`config.mk`:
```
export PLATFORM = sky130hd
export DESIGN_NAME = ordered_array_list_engine_flat
export DESIGN_NICKNAME = d
export VERILOG_FILES = /design/src/design/oal_pkg.sv /design/src/design/oal_if.sv /design/src/design/oal_cell.sv /design/src/design/ordered_array_list_engine.sv /design/src/flat_wrapper.sv
export VERILOG_INCLUDE_DIRS = /design/src /design/src/design
export SDC_FILE = /design/constraint.sdc
export NUM_CORES = 2
export LEC_CHECK = 0
export ABC_AREA = 1
export BUFFER_PORTS_ARGS = -buffer_cell sky130_fd_sc_hd__buf_2
export CORE_ASPECT_RATIO = 1.1
export CORE_MARGIN = 8
export CORE_UTILIZATION = 31
export CTS_CLUSTER_DIAMETER = 200
export CTS_CLUSTER_SIZE = 10
export DETAILED_ROUTE_END_ITERATION = 6
export PLACE_DENSITY_LB_ADDON = 0.15
export SETUP_SLACK_MARGIN = 0.15
export SLEW_MARGIN = 10
export SYNTH_ARGS = -nofsm -noshare
export SYNTH_HDL_FRONTEND = slang
export SYNTH_HIERARCHICAL = 1
export SYNTH_SLANG_ARGS = --single-unit
```
`constraint.sdc`:
```
create_clock -name clk_i -period 6.6 [get_ports clk_i]
set_clock_uncertainty 0.15 [all_clocks]
set_input_delay 0.66 -clock clk_i [delete_from_list [all_inputs] [get_ports clk_i]]
set_output_delay 0.66 -clock clk_i [all_outputs]
set_load 0.01 [all_outputs]
```
`src/design/ordered_array_list_engine_defines.svh`:
```
// ---------------------------------------------------------------------------
// ordered array list engine: assertion macros
// shared assertion forms, clocked on clk_i and disabled in reset
// ---------------------------------------------------------------------------
`ifndef ORDERED_ARRAY_LIST_ENGINE_DEFINES_SVH
`define ORDERED_ARRAY_LIST_ENGINE_DEFINES_SVH

// same-cycle implication
`define OAL_ASSERT_IMPL(label, ante, cons) \
  label: assert property (@(posedge clk_i) disable iff (!rst_ni) (ante) |-> (cons)) \
    else $error("oal assertion failed");

// next-cycle implication
`define OAL_ASSERT_NEXT(label, ante, cons) \
  label: assert property (@(posedge clk_i) disable iff (!rst_ni) (ante) |=> (cons)) \
    else $error("oal assertion failed");

`endif

```
`src/design/oal_pkg.sv`:
```
// ---------------------------------------------------------------------------
// oal_pkg
// types and constants of the ordered array list engine
// ---------------------------------------------------------------------------
package oal_pkg;

  localparam int DEPTH  = 32;
  localparam int IdxW   = $clog2(DEPTH);
  localparam int CntW   = 6;
  localparam int PosW   = 6;
  localparam int CmdW   = 3;
  localparam int DataW  = 32;

  typedef enum logic [CmdW-1:0] {
    CMD_INSERT = 3'd0,
    CMD_DELETE = 3'd1,
    CMD_FIND   = 3'd2,
    CMD_READ   = 3'd3,
    CMD_CLEAR  = 3'd4
  } cmd_e;

  typedef struct packed {
    logic [CmdW-1:0]          cmd;
    logic [PosW-1:0]          position;
    logic signed [DataW-1:0]  item_value;
  } in_word_t;

  typedef struct packed {
    logic                     ok;
    logic signed [DataW-1:0]  result_value;
    logic [PosW-1:0]          found_position;
    logic [CntW-1:0]          entry_count;
    logic                     is_empty;
    logic                     is_full;
  } out_word_t;

  // control broadcast to every cell of the row
  typedef struct packed {
    logic                     shift_en;
    logic                     insert;
    logic [IdxW-1:0]          pos_idx;
    logic signed [DataW-1:0]  value;
    logic [CntW-1:0]          count;
  } cell_ctrl_t;

endpackage

```
`src/design/oal_if.sv`:
```
// ---------------------------------------------------------------------------
// oal stream interfaces
// valid/ready channels for command words and result words
// ---------------------------------------------------------------------------
interface oal_in_if;
  import oal_pkg::*;
  logic     valid;
  logic     ready;
  in_word_t payload;
  modport source (output valid, output payload, input ready);
  modport sink   (input valid, input payload, output ready);
endinterface

interface oal_out_if;
  import oal_pkg::*;
  logic      valid;
  logic      ready;
  out_word_t payload;
  modport source (output valid, output payload, input ready);
  modport sink   (input valid, input payload, output ready);
endinterface

```
`src/design/oal_cell.sv`:
```
// ---------------------------------------------------------------------------
// oal_cell
// one list entry: shifts with its neighbors and compares against the key
// ---------------------------------------------------------------------------
module oal_cell (
  input  logic                            clk_i,
  input  logic                            rst_ni,
  input  logic [oal_pkg::IdxW-1:0]        idx_i,
  input  oal_pkg::cell_ctrl_t             ctrl_i,
  input  logic signed [oal_pkg::DataW-1:0] left_i,
  input  logic signed [oal_pkg::DataW-1:0] right_i,
  output logic signed [oal_pkg::DataW-1:0] entry_o,
  output logic                            match_o
);
  import oal_pkg::*;

  logic signed [DataW-1:0] entry_q, entry_d;
  logic                    match_q;
  logic                    live;

  assign live = CntW'(idx_i) < ctrl_i.count;

  always_comb begin
    entry_d = entry_q;
    if (ctrl_i.shift_en) begin
      if (ctrl_i.insert) begin
        if (idx_i == ctrl_i.pos_idx) begin
          entry_d = ctrl_i.value;
        end else if (idx_i > ctrl_i.pos_idx) begin
          entry_d = left_i;
        end
      end else if (idx_i >= ctrl_i.pos_idx) begin
        entry_d = right_i;
      end
    end
  end

  // entry is payload, no reset
  always_ff @(posedge clk_i) begin
    entry_q <= entry_d;
  end

  always_ff @(posedge clk_i or negedge rst_ni) begin
    if (!rst_ni) begin
      match_q <= 1'b0;
    end else begin
      match_q <= live && (entry_q == ctrl_i.value);
    end
  end

  assign entry_o = entry_q;
  assign match_o = match_q;

endmodule

```
`src/design/ordered_array_list_engine.sv`:
```
// ---------------------------------------------------------------------------
// ordered_array_list_engine
// ordered list of signed 32-bit words with insert, delete, find, read, clear
// ---------------------------------------------------------------------------
// The list lives in a row of DEPTH cells, one entry each; insert moves every
// cell past the position one step right, delete one step left, all in the
// same cycle. Each command word goes through accept, execute in the cell row
// (shift, per-cell compare, entry read), then result build, where a priority
// encoder turns the registered match bits into the first position.
// One command is in flight at a time; the result register lets the next
// command be taken while the last result still waits on out_o. A stalled
// result holds the engine in its result cycle until out_o takes it.
// ---------------------------------------------------------------------------
`include "ordered_array_list_engine_defines.svh"

module ordered_array_list_engine (
  input  logic      clk_i,
  input  logic      rst_ni,
  oal_in_if.sink    in_i,
  oal_out_if.source out_o
);
  import oal_pkg::*;

  typedef enum logic [1:0] {
    S_IDLE,
    S_EXEC,
    S_RESP
  } state_e;

  state_e                  state_q;
  logic [CmdW-1:0]         cmd_q;
  logic [PosW-1:0]         pos_q;
  logic signed [DataW-1:0] val_q;
  logic [CntW-1:0]         count_q;
  logic                    ok_q;
  logic signed [DataW-1:0] rd_q;
  logic                    out_valid_q;
  out_word_t               out_q;

  // command checks against the current count
  logic       ins_ok, pos_ok, del_go, ins_go;
  logic [IdxW-1:0] pos_idx;
  cell_ctrl_t cell_ctrl;

  assign ins_ok  = (count_q < CntW'(DEPTH)) && (pos_q != '0)
                && (pos_q <= (count_q + CntW'(1)));
  assign pos_ok  = (pos_q != '0) && (pos_q <= count_q);
  assign ins_go  = (cmd_q == CMD_INSERT) && ins_ok;
  assign del_go  = (cmd_q == CMD_DELETE) && pos_ok;
  assign pos_idx = IdxW'(pos_q - PosW'(1));

  always_comb begin
    cell_ctrl.shift_en = (state_q == S_EXEC) && (ins_go || del_go);
    cell_ctrl.insert   = (cmd_q == CMD_INSERT);
    cell_ctrl.pos_idx  = pos_idx;
    cell_ctrl.value    = val_q;
    cell_ctrl.count    = count_q;
  end

  // row of cells, neighbors chained, zero fed in at both ends
  logic signed [DataW-1:0] entry_w [DEPTH];
  logic [DEPTH-1:0]        match_w;

  for (genvar i = 0; i < DEPTH; i++) begin : g_cell
    logic signed [DataW-1:0] left_w, right_w;
    if (i == 0) begin : g_first
      assign left_w = '0;
    end else begin : g_mid_l
      assign left_w = entry_w[i-1];
    end
    if (i == DEPTH - 1) begin : g_last
      assign right_w = '0;
    end else begin : g_mid_r
      assign right_w = entry_w[i+1];
    end
    oal_cell u_cell (
      .clk_i   (clk_i),
      .rst_ni  (rst_ni),
      .idx_i   (IdxW'(i)),
      .ctrl_i  (cell_ctrl),
      .left_i  (left_w),
      .right_i (right_w),
      .entry_o (entry_w[i]),
      .match_o (match_w[i])
    );
  end

  // first match, lowest index wins
  logic            any_match;
  logic [PosW-1:0] first_pos;

  always_comb begin
    any_match = |match_w;
    first_pos = '0;
    for (int k = DEPTH - 1; k >= 0; k--) begin
      if (match_w[k]) begin
        first_pos = PosW'(k + 1);
      end
    end
  end

  // result word built in the response cycle
  out_word_t resp_w;
  logic      is_find, is_fetch;

  assign is_find  = (cmd_q == CMD_FIND);
  assign is_fetch = (cmd_q == CMD_DELETE) || (cmd_q == CMD_READ);

  always_comb begin
    resp_w.ok             = is_find ? any_match : ok_q;
    resp_w.result_value   = (is_fetch && ok_q) ? rd_q : '0;
    resp_w.found_position = (is_find && any_match) ? first_pos : '0;
    resp_w.entry_count    = count_q;
    resp_w.is_empty       = (count_q == '0);
    resp_w.is_full        = (count_q == CntW'(DEPTH));
  end

  always_ff @(posedge clk_i or negedge rst_ni) begin
    if (!rst_ni) begin
      state_q     <= S_IDLE;
      count_q     <= '0;
      out_valid_q <= 1'b0;
      cmd_q       <= '0;
      pos_q       <= '0;
      val_q       <= '0;
      ok_q        <= 1'b0;
      rd_q        <= '0;
      out_q       <= '0;
    end else begin
      // drained word, unless the result cycle refills the register
      if (out_valid_q && out_o.ready && (state_q != S_RESP)) begin
        out_valid_q <= 1'b0;
      end
      unique case (state_q)
        S_IDLE: begin
          if (in_i.valid) begin
            cmd_q   <= in_i.payload.cmd;
            pos_q   <= in_i.payload.position;
            val_q   <= in_i.payload.item_value;
            state_q <= S_EXEC;
          end
        end
        S_EXEC: begin
          // entry read before the row shifts
          rd_q <= entry_w[pos_idx];
          unique case (cmd_q)
            CMD_INSERT: begin
              ok_q <= ins_ok;
              if (ins_ok) begin
                count_q <= count_q + CntW'(1);
              end
            end
            CMD_DELETE: begin
              ok_q <= pos_ok;
              if (pos_ok) begin
                count_q <= count_q - CntW'(1);
              end
            end
            CMD_READ:  ok_q <= pos_ok;
            CMD_CLEAR: begin
              ok_q    <= 1'b1;
              count_q <= '0;
            end
            default:   ok_q <= 1'b0;
          endcase
          state_q <= S_RESP;
        end
        S_RESP: begin
          if (!out_valid_q || out_o.ready) begin
            out_q       <= resp_w;
            out_valid_q <= 1'b1;
            state_q     <= S_IDLE;
          end
        end
        default: state_q <= S_IDLE;
      endcase
    end
  end

  assign in_i.ready    = (state_q == S_IDLE);
  assign out_o.valid   = out_valid_q;
  assign out_o.payload = out_q;

  // checks
  logic ins_exec, flags_ok;

  assign ins_exec = (state_q == S_EXEC) && ins_go;
  assign flags_ok = (out_q.is_empty == (out_q.entry_count == '0))
                 && (out_q.is_full == (out_q.entry_count == CntW'(DEPTH)));

  `OAL_ASSERT_IMPL(a_count_bound, 1'b1, count_q <= CntW'(DEPTH))
  `OAL_ASSERT_NEXT(a_count_only_exec, state_q != S_EXEC, count_q == $past(count_q))
  `OAL_ASSERT_NEXT(a_insert_grows, ins_exec, count_q == $past(count_q) + CntW'(1))
  `OAL_ASSERT_IMPL(a_out_flags, out_valid_q, flags_ok)

endmodule
```
`src/flat_wrapper.sv`:
```
// flat-port wrapper written by rule: the top's interface ports become plain ports
module ordered_array_list_engine_flat import oal_pkg::*;
  (clk_i, rst_ni, in_i_valid, in_i_payload, in_i_ready, out_o_valid, out_o_payload, out_o_ready);
  oal_in_if in_i_i ();
  oal_out_if out_o_i ();
  input  logic clk_i;
  input  logic rst_ni;
  input wire logic [$bits(in_i_i.valid)-1:0] in_i_valid;
  input wire logic [$bits(in_i_i.payload)-1:0] in_i_payload;
  output wire logic [$bits(in_i_i.ready)-1:0] in_i_ready;
  output wire logic [$bits(out_o_i.valid)-1:0] out_o_valid;
  output wire logic [$bits(out_o_i.payload)-1:0] out_o_payload;
  input wire logic [$bits(out_o_i.ready)-1:0] out_o_ready;
  assign in_i_i.valid = in_i_valid;
  assign in_i_i.payload = in_i_payload;
  assign in_i_ready = in_i_i.ready;
  assign out_o_valid = out_o_i.valid;
  assign out_o_payload = out_o_i.payload;
  assign out_o_i.ready = out_o_ready;
  ordered_array_list_engine u_core (.clk_i(clk_i), .rst_ni(rst_ni), .in_i(in_i_i), .out_o(out_o_i));
endmodule
```
==> results.tsv <==
stage	metric	value	unit
clock_network	clockBufferDepth	4	
layout	finalNonFillerCells	18453	
layout	nNetsFinal	14604	
clock_network	clock_latency	0.88	ns
floorplanning	fp.dieW	549	µm
clock_network	cts.sinks	1186	
global_route	track_usage	28.7	%
layout	layout_common_cells	2724 x nor2_1, 2334 x nand2_1, 2027 x a21oi_1, 1715 x inv_1, 1130 x nand3_1	
route	wl_per_cell	27.1	µm
route	dr.first_iter.drc_count	12258	
layout	fillers	34121	
floorplanning	io_pins	94	
timing	setup_tns	0	ns
worst_setup_path	cp.required	6.99	ns
clock_network	cts_tree	yes	
global_route	grt_first_pass_wirelength	703	mm
pwr	leakage	45.3	nW
run	cap_violations	1	
clock_network	hold_buffers	40	
timing	rsz0062_at_grt	false	
placed_design	gp_congestion	0.983	
logic_synthesis	avgSynthCellArea	6.85	µm²
timing	hold_violations	0	
timing	fmax	192	MHz
worst_setup_path	start_kind	flip-flop	
layout	drive_gt1_share	6.00	%
floorplanning	rows	215	
logic_synthesis	syn_area	96700	µm²
clock_network	htreeDepth	4	
global_route	grt_max_degree	139	
logic_synthesis	ys_seq_area_share	36.0	%
worst_setup_path	arrival	5.60	ns
run_status	status	complete, but fails checks	
floorplanning	die_area	330000	µm²
logic_synthesis	synth.distinct_cells	41	
floorplanning	dieHeight	602	µm
worst_setup_path	end_kind	flip-flop	
route	wirelength	500	mm
layout	mostFrequentLayoutCell	nor2_1	
timing	period_minus_slack	5.21	ns
clock_network	cts_buffers	140	
timing	drv_slew	0	
layout	seq_area	34900	µm²
floorplanning	initial_core_util	31.1	%
worst_setup_path	critPathMaxFanout	55	
logic_synthesis	synth_seq_cells	1186	
pwr	power.density	516	nW/µm²
route	num_vias	100460	
floorplanning	coreArea	311000	µm²
timing	finalCritPeriodShare	79.0	%
route	ant_nets	0	
placed_design	place.detailed.hpwl	361	mm
clock_network	ctsResizeCount	0	
route	drtPass1Iterations	7	
layout	multi_input_area	52700	µm²
global_route	first_global_vias	93344	
route	vias_per_cell	5.44	
timing	max_slew.worst_pin.slew	1.46	ns
route	drc	3	
run_status	violations	DRC, capacitance limit	
clock_network	post_cts_buffers	0	
placed_design	portBuffers	93	
hold_path	hold_path_class	in -> reg	
logic_synthesis	yosysWarnings	6	
global_route	grt_overflow	0	
clock_network	root_buffer	clkbuf_16	
pwr	ir_worst_vdd	0.501	mV
worst_setup_path	critPathKind	reg -> reg	
logic_synthesis	syn-instance-count	14122	
global_route	antenna_found_initial	33	
timing	maxSlewHeadroom	1.55	%
clock_network	clk_pin_slew_worst_paths	0.07	ns
timing	setup_viol	0	
layout	area_delta_synth_final	10.2	%
placed_design	dp.cells	18195	
[final timing paths]
path / start / end / slack [ns] / depth (start not counted)
min in group asynchronous: rst_ni / u_core/val_q[12]$_DFFE_PN0P_ / 0.43 / 2
hold / removal: in_i_payload[21] / u_core/val_q[21]$_DFFE_PN0P_ / 0.09 / 3
hold reg to reg: u_core/out_o.payload[31]$_DFFE_PN0P_ / u_core/out_o.payload[31]$_DFFE_PN0P_ / 0.33 / 2
max in group asynchronous: rst_ni / u_core/val_q[16]$_DFFE_PN0P_ / 4.08 / 3
setup reg to reg: u_core/pos_q[0]$_DFFE_PN0P_ / u_core/g_cell[23].u_cell/entry_o[5]$_DFFE_PP_ / 1.39 / 11
setup / recovery: u_core/pos_q[0]$_DFFE_PN0P_ / u_core/g_cell[23].u_cell/entry_o[5]$_DFFE_PP_ / 1.39 / 11
[Yosys cell counts (all sizes together)]
master   number  area share, %
a21boi       20           0.16
a21o          2          0.016
a21oi      2172             12
a311oi        1         0.0091
a32o          3          0.031
buf         436            3.2
bufinv        1          0.018
clkbuf      352            1.4
clkinv        1         0.0039
conb          2         0.0078
dfrtp       162            4.2
edfxtp     1024             32
ha          305            3.9
inv        1727            6.7
nand2      2399            9.6
nand3      1130            5.8
nand4         4          0.026
nor2       2757             11
nor3         49           0.25
nor4          2          0.013
o2111ai       1         0.0091
o211ai       35           0.27
o21ai       937            4.8
o21bai        1         0.0078
o221ai       32           0.29
o22ai       294            1.9
o311ai        2          0.018
o31a         12           0.11
o31ai         1         0.0078
xnor2        63           0.57
xor2        195            1.8
[state kept, by name (all words and copies together) (netlist names)]
register / count
u_core/count_q: 6
u_core/state_q: 2
u_core/out_o.payload: 47
u_core/g_cell.u_cell/match_o: 32
u_core/out_o.valid: 1
u_core/pos_q: 6
u_core/cmd_q: 3
u_core/rd_q: 32
u_core/g_cell.u_cell/entry_o: 1024
u_core/ok_q: 1
u_core/val_q: 32
[logic make-up (layout without fill, tap and decap cells)]
group / Yosys count / count (layout) / synth area share, %
AO/OA/AOI/OAI: 3513 / 3513 / 19.5
adder cells (fa/ha/maj): 305 / 305 / 3.94
flip-flops: 1186 / 1186 / 36.0
XOR/XNOR: 258 / 258 / 2.34
buffers and inverters: 2517 / 2356 / 11.3
AND/OR/NAND/NOR: 6341 / 6341 / 27.0
other: 2 / 371 / 0.00776
[metal layers]
layer / GRT usage, % / routed length [µm] / vias up
met5: 0 / 92 / -
met4: 17.0 / 36100 / 12
met3: 4.43 / 36500 / 1114
met2: 47.5 / 232000 / 4606
met1: 35.4 / 195000 / 48224
li1: - / - / 46504
[final cells by class]
cell class                      count  area share [%]
Multi-Input combinational cell  10769            49.4
Sequential cell                  1186            32.8
Inverter                         1729            6.12
Tap cell                         4123            4.84
Clock buffer                      189            3.50
Timing Repair Buffer              428            3.20
Clock inverter                     10           0.140
Antenna cell                       19          0.0446
[critical path, cell delays in order, from the launching register on]
cell and delay (ns):
dfrtp_4 0.83, inv_8 0.30, ha_1 0.36, xnor2_2 0.18
inv_6 0.50, inv_1 0.11, ha_1 0.32, nand2_1 0.13
nor2_8 0.50, nand2_4 0.44, a21boi_4 0.74, buf_12 0.26
[metrics by stage]
stage / power, mW / setup slack (ns) / cell area (µm²) / utilization, % / hold WS (ns)
2_1_floorplan: 32.4 / 0.457 / 98100 / - / 0.214
3_3_place_gp: 46.2 / 1.47 / 102000 / 32.9 / 0.313
3_5_place_dp: 46.3 / 1.52 / 102000 / 32.9 / 0.320
4_1_cts: 54.0 / 1.48 / 107000 / 34.2 / 0.0544
5_1_grt: 57.4 / 1.22 / 107000 / 34.3 / 0.0565
6_report: 55.0 / 1.39 / 107000 / 34.3 / 0.0909
[power by group]
group / internal, mW / switching, mW / total, mW
Clock: 3.94 / 3.61 / 7.55
Combinational: 8.77 / 25.8 / 34.6
Sequential: 10.1 / 2.76 / 12.9
Total: 22.8 / 32.2 / 55.0
Power figures use the tool's default switching activity.
